**config.mk**
```make
export PLATFORM = sky130hd
export DESIGN_NAME = imu_offset_calibrator
export DESIGN_NICKNAME = d
export VERILOG_FILES = /design/src/imu_oc_pkg.sv /design/src/imu_oc_div.sv /design/src/imu_offset_calibrator.sv
export SDC_FILE = /design/constraint.sdc
export NUM_CORES = 2
export LEC_CHECK = 0
export BUFFER_PORTS_ARGS = -buffer_cell sky130_fd_sc_hd__buf_2
export CAP_MARGIN = 10
export CORE_AREA = 4 4 337 339
export DETAILED_ROUTE_END_ITERATION = 10
export DIE_AREA = 0 0 341 343
export GPL_ROUTABILITY_DRIVEN = 0
export PLACE_DENSITY = 0.7
export SYNTH_ARGS = -nofsm -noshare
export SYNTH_HDL_FRONTEND = slang
export SYNTH_SLANG_ARGS = --single-unit
```
**constraint.sdc**
```tcl
create_clock -name clk -period 5.3 [get_ports clk]
set_input_delay 0.53 -clock clk [delete_from_list [all_inputs] [get_ports clk]]
set_output_delay 0.53 -clock clk [all_outputs]
set_load 0.005 [all_outputs]
```
**src/imu_oc_pkg.sv**
```systemverilog
`timescale 1ns / 1ps
package imu_oc_pkg;

	localparam int NUM_AXES = 6;
	localparam int AXIS_IDX_W = $clog2(NUM_AXES);
	localparam int SUM_W = 32;
	localparam int DATA_W = 16;
	localparam int DIV_CNT_W = $clog2(SUM_W);

	localparam logic [DATA_W-1:0] CALIB_COUNT_RST = 16'd100;
	localparam logic signed [DATA_W-1:0] ONE_G_POS = 16'sd16384;
	localparam logic signed [DATA_W-1:0] ONE_G_NEG = -16'sd16384;

	localparam logic CMD_MEASURE = 1'b0;
	localparam logic CMD_CALIBRATE = 1'b1;

	typedef struct packed {
		logic cmd;
		logic signed [15:0] raw_accel_x;
		logic signed [15:0] raw_accel_y;
		logic signed [15:0] raw_accel_z;
		logic signed [15:0] raw_temperature;
		logic signed [15:0] raw_gyro_x;
		logic signed [15:0] raw_gyro_y;
		logic signed [15:0] raw_gyro_z;
	} in_item_t;

	typedef struct packed {
		logic signed [15:0] corr_accel_x;
		logic signed [15:0] corr_accel_y;
		logic signed [15:0] corr_accel_z;
		logic signed [15:0] out_temperature;
		logic signed [15:0] corr_gyro_x;
		logic signed [15:0] corr_gyro_y;
		logic signed [15:0] corr_gyro_z;
		logic calib_active;
		logic calib_done;
	} out_item_t;

	typedef struct packed {
		logic start;
		logic [SUM_W-1:0] dividend;
		logic [DATA_W-1:0] divisor;
	} div_req_t;

	typedef struct packed {
		logic done;
		logic [DATA_W-1:0] quotient;
	} div_rsp_t;

	typedef enum logic [1:0] {
		S_IDLE,
		S_START,
		S_WAIT,
		S_FINISH
	} ctrl_state_t;

endpackage

```
**src/imu_oc_div.sv**
```systemverilog
`timescale 1ns / 1ps
module imu_oc_div (
	input  logic clk,
	input  logic arst_n,
	input  imu_oc_pkg::div_req_t req,
	output imu_oc_pkg::div_rsp_t rsp
);
	import imu_oc_pkg::*;

	logic [DATA_W-1:0] rem_q;
	logic [SUM_W-1:0] quo_q;
	logic [DATA_W-1:0] dvs_q;
	logic [DIV_CNT_W-1:0] cnt_q;
	logic busy_q;
	logic done_q;
	logic [DATA_W:0] trial;
	logic ge;

	// restoring division, one quotient bit per cycle
	assign trial = {rem_q, quo_q[SUM_W-1]};
	assign ge = trial >= {1'b0, dvs_q};

	always_ff @(posedge clk or negedge arst_n) begin
		if (!arst_n) begin
			busy_q <= 1'b0;
			done_q <= 1'b0;
			cnt_q <= '0;
		end else begin
			done_q <= 1'b0;
			if (req.start) begin
				busy_q <= 1'b1;
				cnt_q <= '0;
			end else if (busy_q) begin
				cnt_q <= cnt_q + 1'b1;
				if (cnt_q == DIV_CNT_W'(SUM_W - 1)) begin
					busy_q <= 1'b0;
					done_q <= 1'b1;
				end
			end
		end
	end

	always_ff @(posedge clk) begin
		if (req.start) begin
			rem_q <= '0;
			quo_q <= req.dividend;
			dvs_q <= req.divisor;
		end else if (busy_q) begin
			rem_q <= ge ? DATA_W'(trial - {1'b0, dvs_q}) : trial[DATA_W-1:0];
			quo_q <= {quo_q[SUM_W-2:0], ge};
		end
	end

	assign rsp.done = done_q;
	assign rsp.quotient = quo_q[DATA_W-1:0];

endmodule

```
**src/imu_offset_calibrator.sv**
```systemverilog
`timescale 1ns / 1ps
// Six-axis IMU offset calibrator. A measurement beat (cmd = 0) is corrected with the stored
// offsets and its result passes through res_q and then the output register. A calibration
// beat (cmd = 1) adds the raw axes to the running sums; the beat that reaches the configured
// sample count then runs six 32-bit divisions through one shared bit-serial divider, and
// in_ready stays low until that sweep has finished. cfg_data may be written only while the
// block is idle; a count of zero is treated as one. One result beat is produced per input
// beat.
module imu_offset_calibrator (
	input  logic clk,
	input  logic arst_n,
	input  logic in_valid,
	output logic in_ready,
	input  imu_oc_pkg::in_item_t in_data,
	output logic out_valid,
	input  logic out_ready,
	output imu_oc_pkg::out_item_t out_data,
	input  logic cfg_valid,
	output logic cfg_ready,
	input  logic [15:0] cfg_data
);
	import imu_oc_pkg::*;

	ctrl_state_t state_q, state_d;

	logic [DATA_W-1:0] count_q;
	logic [SUM_W-1:0] sums_q [NUM_AXES];
	logic signed [DATA_W-1:0] ofs_q [NUM_AXES];
	logic signed [DATA_W-1:0] mean_q [NUM_AXES];
	logic [DATA_W-1:0] samples_q;
	logic calibrating_q;
	logic [AXIS_IDX_W-1:0] idx_q;
	logic neg_q;

	out_item_t res_q;
	logic res_pend_q;
	out_item_t out_q;
	logic out_valid_q;

	logic in_fire;
	logic start_run;
	logic run_end;
	logic [DATA_W-1:0] d_eff;
	logic [DATA_W-1:0] samples_inc;
	logic signed [DATA_W-1:0] raw [NUM_AXES];
	logic signed [DATA_W-1:0] cur_ofs [NUM_AXES];
	logic signed [DATA_W-1:0] corr [NUM_AXES];
	logic div_start;
	logic fin;
	logic res_move;
	logic [SUM_W-1:0] sel_sum;
	logic [DATA_W:0] mag [3];
	logic [1:0] axis;
	logic signed [DATA_W-1:0] new_ofs [NUM_AXES];
	logic signed [DATA_W-1:0] tgt;

	div_req_t div_req;
	div_rsp_t div_rsp;

	imu_oc_div u_div (
		.clk(clk),
		.arst_n(arst_n),
		.req(div_req),
		.rsp(div_rsp)
	);

	assign cfg_ready = 1'b1;
	assign in_fire = in_valid && in_ready;

	assign raw[0] = in_data.raw_accel_x;
	assign raw[1] = in_data.raw_accel_y;
	assign raw[2] = in_data.raw_accel_z;
	assign raw[3] = in_data.raw_gyro_x;
	assign raw[4] = in_data.raw_gyro_y;
	assign raw[5] = in_data.raw_gyro_z;

	assign start_run = (in_data.cmd == CMD_CALIBRATE) && !calibrating_q;
	assign d_eff = (count_q == '0) ? DATA_W'(1) : count_q;
	assign samples_inc = (start_run ? '0 : samples_q) + 1'b1;
	assign run_end = (in_data.cmd == CMD_CALIBRATE) && (samples_inc >= d_eff);

	always_comb begin
		for (int i = 0; i < NUM_AXES; i++) begin
			cur_ofs[i] = start_run ? '0 : ofs_q[i];
			corr[i] = raw[i] + cur_ofs[i];
		end
	end

	// magnitude of the selected sum for the divider
	assign sel_sum = sums_q[idx_q];
	assign div_req.start = div_start;
	assign div_req.dividend = sel_sum[SUM_W-1] ? SUM_W'(0) - sel_sum : sel_sum;
	assign div_req.divisor = d_eff;

	// gravity axis pick and new offsets
	always_comb begin
		for (int i = 0; i < 3; i++) begin
			mag[i] = mean_q[i][DATA_W-1] ? (DATA_W+1)'(0) - {1'b1, mean_q[i]}
				: {1'b0, mean_q[i]};
		end
		if (mag[0] >= mag[1] && mag[0] >= mag[2]) begin
			axis = 2'd0;
		end else if (mag[1] >= mag[2]) begin
			axis = 2'd1;
		end else begin
			axis = 2'd2;
		end
		for (int i = 0; i < 3; i++) begin
			tgt = '0;
			if (axis == 2'(i)) begin
				tgt = mean_q[i][DATA_W-1] ? ONE_G_NEG : ONE_G_POS;
			end
			new_ofs[i] = tgt - mean_q[i];
			new_ofs[3 + i] = -mean_q[3 + i];
		end
	end

	always_comb begin
		state_d = state_q;
		case (state_q)
			S_IDLE: begin
				if (in_fire && run_end) begin
					state_d = S_START;
				end
			end
			S_START: state_d = S_WAIT;
			S_WAIT: begin
				if (div_rsp.done) begin
					state_d = (idx_q == AXIS_IDX_W'(NUM_AXES - 1)) ? S_FINISH : S_START;
				end
			end
			S_FINISH: state_d = S_IDLE;
			default: state_d = S_IDLE;
		endcase
	end

	always_comb begin
		in_ready = 1'b0;
		div_start = 1'b0;
		fin = 1'b0;
		case (state_q)
			S_IDLE: in_ready = !res_pend_q;
			S_START: div_start = 1'b1;
			S_FINISH: fin = 1'b1;
			default: ;
		endcase
	end

	assign res_move = res_pend_q && (!out_valid_q || out_ready);

	always_ff @(posedge clk or negedge arst_n) begin
		if (!arst_n) begin
			state_q <= S_IDLE;
			count_q <= CALIB_COUNT_RST;
			samples_q <= '0;
			calibrating_q <= 1'b0;
			idx_q <= '0;
			res_pend_q <= 1'b0;
			out_valid_q <= 1'b0;
			for (int i = 0; i < NUM_AXES; i++) begin
				sums_q[i] <= '0;
				ofs_q[i] <= '0;
			end
		end else begin
			state_q <= state_d;
			if (cfg_valid && cfg_ready) begin
				count_q <= cfg_data;
			end
			if (res_move) begin
				res_pend_q <= 1'b0;
				out_valid_q <= 1'b1;
			end else if (out_ready) begin
				out_valid_q <= 1'b0;
			end
			if (in_fire) begin
				idx_q <= '0;
				if (start_run) begin
					for (int i = 0; i < NUM_AXES; i++) begin
						ofs_q[i] <= '0;
					end
				end
				if (in_data.cmd == CMD_CALIBRATE) begin
					for (int i = 0; i < NUM_AXES; i++) begin
						sums_q[i] <= (start_run ? '0 : sums_q[i])
							+ SUM_W'($signed(raw[i]));
					end
					calibrating_q <= 1'b1;
					samples_q <= run_end ? '0 : samples_inc;
				end
				if (!run_end) begin
					res_pend_q <= 1'b1;
				end
			end
			if (state_q == S_WAIT && div_rsp.done) begin
				idx_q <= idx_q + 1'b1;
			end
			if (fin) begin
				calibrating_q <= 1'b0;
				res_pend_q <= 1'b1;
				for (int i = 0; i < NUM_AXES; i++) begin
					ofs_q[i] <= new_ofs[i];
				end
			end
		end
	end

	always_ff @(posedge clk) begin
		if (div_start) begin
			neg_q <= sel_sum[SUM_W-1];
		end
		if (state_q == S_WAIT && div_rsp.done) begin
			mean_q[idx_q] <= neg_q ? DATA_W'(0) - div_rsp.quotient : div_rsp.quotient;
		end
		if (in_fire) begin
			res_q.corr_accel_x <= corr[0];
			res_q.corr_accel_y <= corr[1];
			res_q.corr_accel_z <= corr[2];
			res_q.out_temperature <= in_data.raw_temperature;
			res_q.corr_gyro_x <= corr[3];
			res_q.corr_gyro_y <= corr[4];
			res_q.corr_gyro_z <= corr[5];
			res_q.calib_active <= (in_data.cmd == CMD_CALIBRATE) ? !run_end : calibrating_q;
			res_q.calib_done <= 1'b0;
		end
		if (fin) begin
			res_q.calib_active <= 1'b0;
			res_q.calib_done <= 1'b1;
		end
		if (res_move) begin
			out_q <= res_q;
		end
	end

	assign out_valid = out_valid_q;
	assign out_data = out_q;

`ifndef ASSERT_OFF
	a_busy_not_ready: assert property (@(posedge clk) disable iff (!arst_n)
		(state_q != S_IDLE) |-> !in_ready)
		else $error("input ready while a run is being finished");
	a_done_in_wait: assert property (@(posedge clk) disable iff (!arst_n)
		div_rsp.done |-> (state_q == S_WAIT))
		else $error("divider finished outside of the wait state");
	a_finish_result: assert property (@(posedge clk) disable iff (!arst_n)
		(state_q == S_FINISH) |=> (res_pend_q && !calibrating_q))
		else $error("run end did not post a result");
	a_flags_excl: assert property (@(posedge clk) disable iff (!arst_n)
		out_valid |-> !(out_data.calib_done && out_data.calib_active))
		else $error("result both done and active");
	a_run_start_div: assert property (@(posedge clk) disable iff (!arst_n)
		(in_fire && run_end) |=> (state_q == S_START && idx_q == '0))
		else $error("run end did not start the division sweep");
`endif

endmodule
```
==> results.txt <==
Status: finished, final reports clean
Fin worst setup slack: 0.03043 ns
Hold Crit Class: in2reg
Clock-pin slew on the worst setup and hold paths: 0.06 ns
Ys Warns: 0
Largest net degree at the start of global routing: 132
CP most frequent cell: or3_4
I/O Pins: 251
Final period utilization: 0.9943
WS Path Type: reg2reg
Post-synth EDFFs: 371
Max-slew violation count: 0
CTS buffer count: 83
Power density over cell area: 275.7 nW/µm²
Maximum clock path buffer count: 3
Total track usage: 0.2156
Root buf cell: clkbuf_16
Wire length per cell: 19.77 µm
H-tree depth: 3
Data required time of the critical path: 5.85 ns
Port Buffers: 249
Leading post-synthesis cells by cell area: edfxtp_1, dfrtp_1, ha_1, o21ai_0, xnor2_1
Area Overhead vs Synth: 14.06%
CP endpoint kind: flop
Clock skew: 0.03228 ns
DRT Pass-1 Iters: 6
Vias post-DR: 36751
Die area: 117000 µm²
Max cap viols: 0
Fmax: 0.1898 GHz
Iter 0 DRT Violations: 2954
Starting Density: 0.4172
CP delay by family, top: simple AND/OR/NAND/NOR gates
Reg2Reg Depth: 22
Final Util: 0.4758
Cell taking the most area after synthesis: edfxtp_1
Crit-path slowest cell: or4_4
Power, Total: 14.48 mW
CP Cell Sequence: or4_4 > or4_4 > or3_4 > or3_4 > or3_4 > nor2_4 > nand3_2 > ha_4 > nand4_1 > nor2_1 > nand4_1 > a31oi_1 > o311ai_1 > a311oi_1 > nor2_1 > o21ai_1 > inv_1 > ha_4 > a21oi_4 > nand3b_1 > mux2i_1 > a221o_1
Worst slew pin tran: 1.270 ns
GRT overflow: 0
CP max stage delay: 0.54 ns
Initial antenna violation count: 12
Most common cell after layout, fill and taps aside: nand2_1
WL final: 130.0 mm
Asr flop ratio synth: 0.4627
Met1 Wirelength: 56.50 mm
Row cnt: 122
Cells after DPL: 6404
RSZ-0062 raised after global routing: true
#FFs+latches synth: 724
Startpoint Class: flop
Post-synth top area share: 0.2420
Avg Vias per Cell: 5.588
Leakage: 22.83 nW
CORE AREA: 110400 µm²
Share of cells above drive strength 1: 0.1146
CP bufs+invs: 1
Antenna Nets Post-Route: 0
Seq/Total Area, Yosys: 0.4320
Chip width: 341 µm
Worst-Skew Late Latency: 0.69 ns
Most frequent cells in the layout: nand2_1, o21ai_0, edfxtp_1
Slew headroom: 0.1535
TNS Setup: 0 ns
Metal2 WL: 58.69 mm
Chip height: 343 µm
Detail Placement HPWL: 97.22 mm
Total clock sinks: 724
CTS tree: yes
Critical path peak fanout: 3
Final min period: 5.270 ns
Final setup vio count: 0
Hold path depth: 1
Layout Cells excl Fill: 6577
Vias in the first global route: 34953
Nets: 5529
Gate Count Post-Synth: 4753
Critical path depth: 22
Ys flop type: edfxtp_1
DR WL met3: 8.786 mm
Crit path DAT: 5.82 ns
First-pass GRT wire length: 199.2 mm
Distinct cells, synth: 88
Post-Synthesis Cell Area: 46040 µm²
Max Used Layer: met5
Endpoints failing hold: 0
Dpl ws: -0.01764 ns
# DRC: 0
VDD IR max: 0.2323 mV
Mean post-synth cell area: 9.687 µm²
==> flip-flops by register name (all words and copies together), names as in the netlist <==
name	cells
sums_q	192
out_data	114
res_q	114
mean_q	96
ofs_q	96
u_div.quo_q	32
count_q	16
samples_q	16
u_div.dvs_q	16
u_div.rem_q	16
u_div.cnt_q	5
idx_q	3
state_q	2
calibrating_q	1
neg_q	1
out_valid	1
res_pend_q	1
u_div.busy_q	1
u_div.done_q	1
==> where the power goes <==
| group | internal (mW) | switching, mW | total, mW |
|---|---|---|---|
| clock network | 3.61 | 2.51 | 6.13 |
| registers | 6.15 | 0.119 | 6.27 |
| logic | 0.799 | 1.28 | 2.08 |
==> cells by family (layout without fill, tap and decap cells) <==
logic type               after synthesis  in the layout  share of synthesized area
adder cells (fa/ha/maj)              384            384                     0.1065
AO/OA/AOI/OAI                       1222           1222                     0.1663
other                                  2             16                  0.0001631
buffers and inverters                412            734                    0.03402
XOR/XNOR                             402            402                    0.07663
flip-flops                           724            724                     0.4320
multiplexers                          97             97                    0.02234
AND/OR/NAND/NOR                     1510           1510                     0.1622
==> per-layer routing <==
metal / track usage / vias to the layer above
met2: 0.3433 / 1298
met4: 0.1003 / 2
met1: 0.2897 / 17546
met5: 0 / -
met3: 0.03372 / 288
li1: - / 17617
==> synth_stat cells, drive strengths merged (48+ instances only) <==
library cell / count
nand2: 532
o21ai: 494
edfxtp: 371
ha: 371
dfrtp: 332
and2: 286
xnor2: 243
a21oi: 224
inv: 223
nor2: 223
clkbuf: 166
xor2: 159
a21o: 98
nor3: 95
nand3: 84
mux2i: 60
nand2b: 58
nor2b: 48
==> worst paths after layout <==
kind | from | to | slack (ns)
worst max-delay path | mean_q[2][1]$_DFFE_PP_ | ofs_q[63]$_DFFE_PN0P_ | 0.03
worst min-delay path | in_data[51] | res_q[53]$_DFFE_PP_ | 0.04
worst max register to register | mean_q[2][1]$_DFFE_PP_ | ofs_q[63]$_DFFE_PN0P_ | 0.03
worst min register to register | res_q[23]$_DFFE_PP_ | out_data[23]$_DFFE_PP_ | 0.41
max in group asynchronous | arst_n | idx_q[1]$_DFFE_PN0P_ | 3.57
min in group asynchronous | arst_n | ofs_q[84]$_DFFE_PN0P_ | 0.46
==> what timing repair did <==
| action | CTS | global route |
|---|---|---|
| hold buffers | 9 | 0 |
| gates cloned | 0 | 0 |
| setup buffers | 0 | 1 |
| gates resized for setup | 0 | 11 |
| setup endpoints to repair | 1 | 3 |
| pin swaps | 1 | 8 |
| endpoints found under the hold margin | 88 | 0 |
==> through the flow <==
stage,hold WS (ns),area (µm²)
4_1_cts,0.001541,52420
5_1_grt,0.03015,52500
2_1_floorplan,0.2344,46060
3_3_place_gp,0.4010,49450
3_5_place_dp,0.4045,49450
6_report,0.04214,52520
==> cell type report <==
| class | instances | area (µm²) |
|---|---|---|
| Clock buffer | 101 | 2145 |
| Antenna cell | 9 | 22.52 |
| Tap cell | 1488 | 1862 |
| Sequential cell | 724 | 19890 |
| Clock inverter | 53 | 734.5 |
| Inverter | 223 | 842.1 |
| Fill cell | 10108 | 57850 |
| Timing Repair Buffer | 357 | 2227 |
| Multi-Input combinational cell | 3622 | 24790 |
==> worst register-to-register path, delay by kind of cell (launching register included) <==
family                     cells  cell delay (ns)
adders and majority gates      2             0.56
and+or+nand+nor               12             2.81
buffers and inverters          1             0.09
DFF                            1             0.39
muxes                          1             0.10
AOI/OAI and AO/OA              6             1.19
Power figures use the tool's default switching activity.
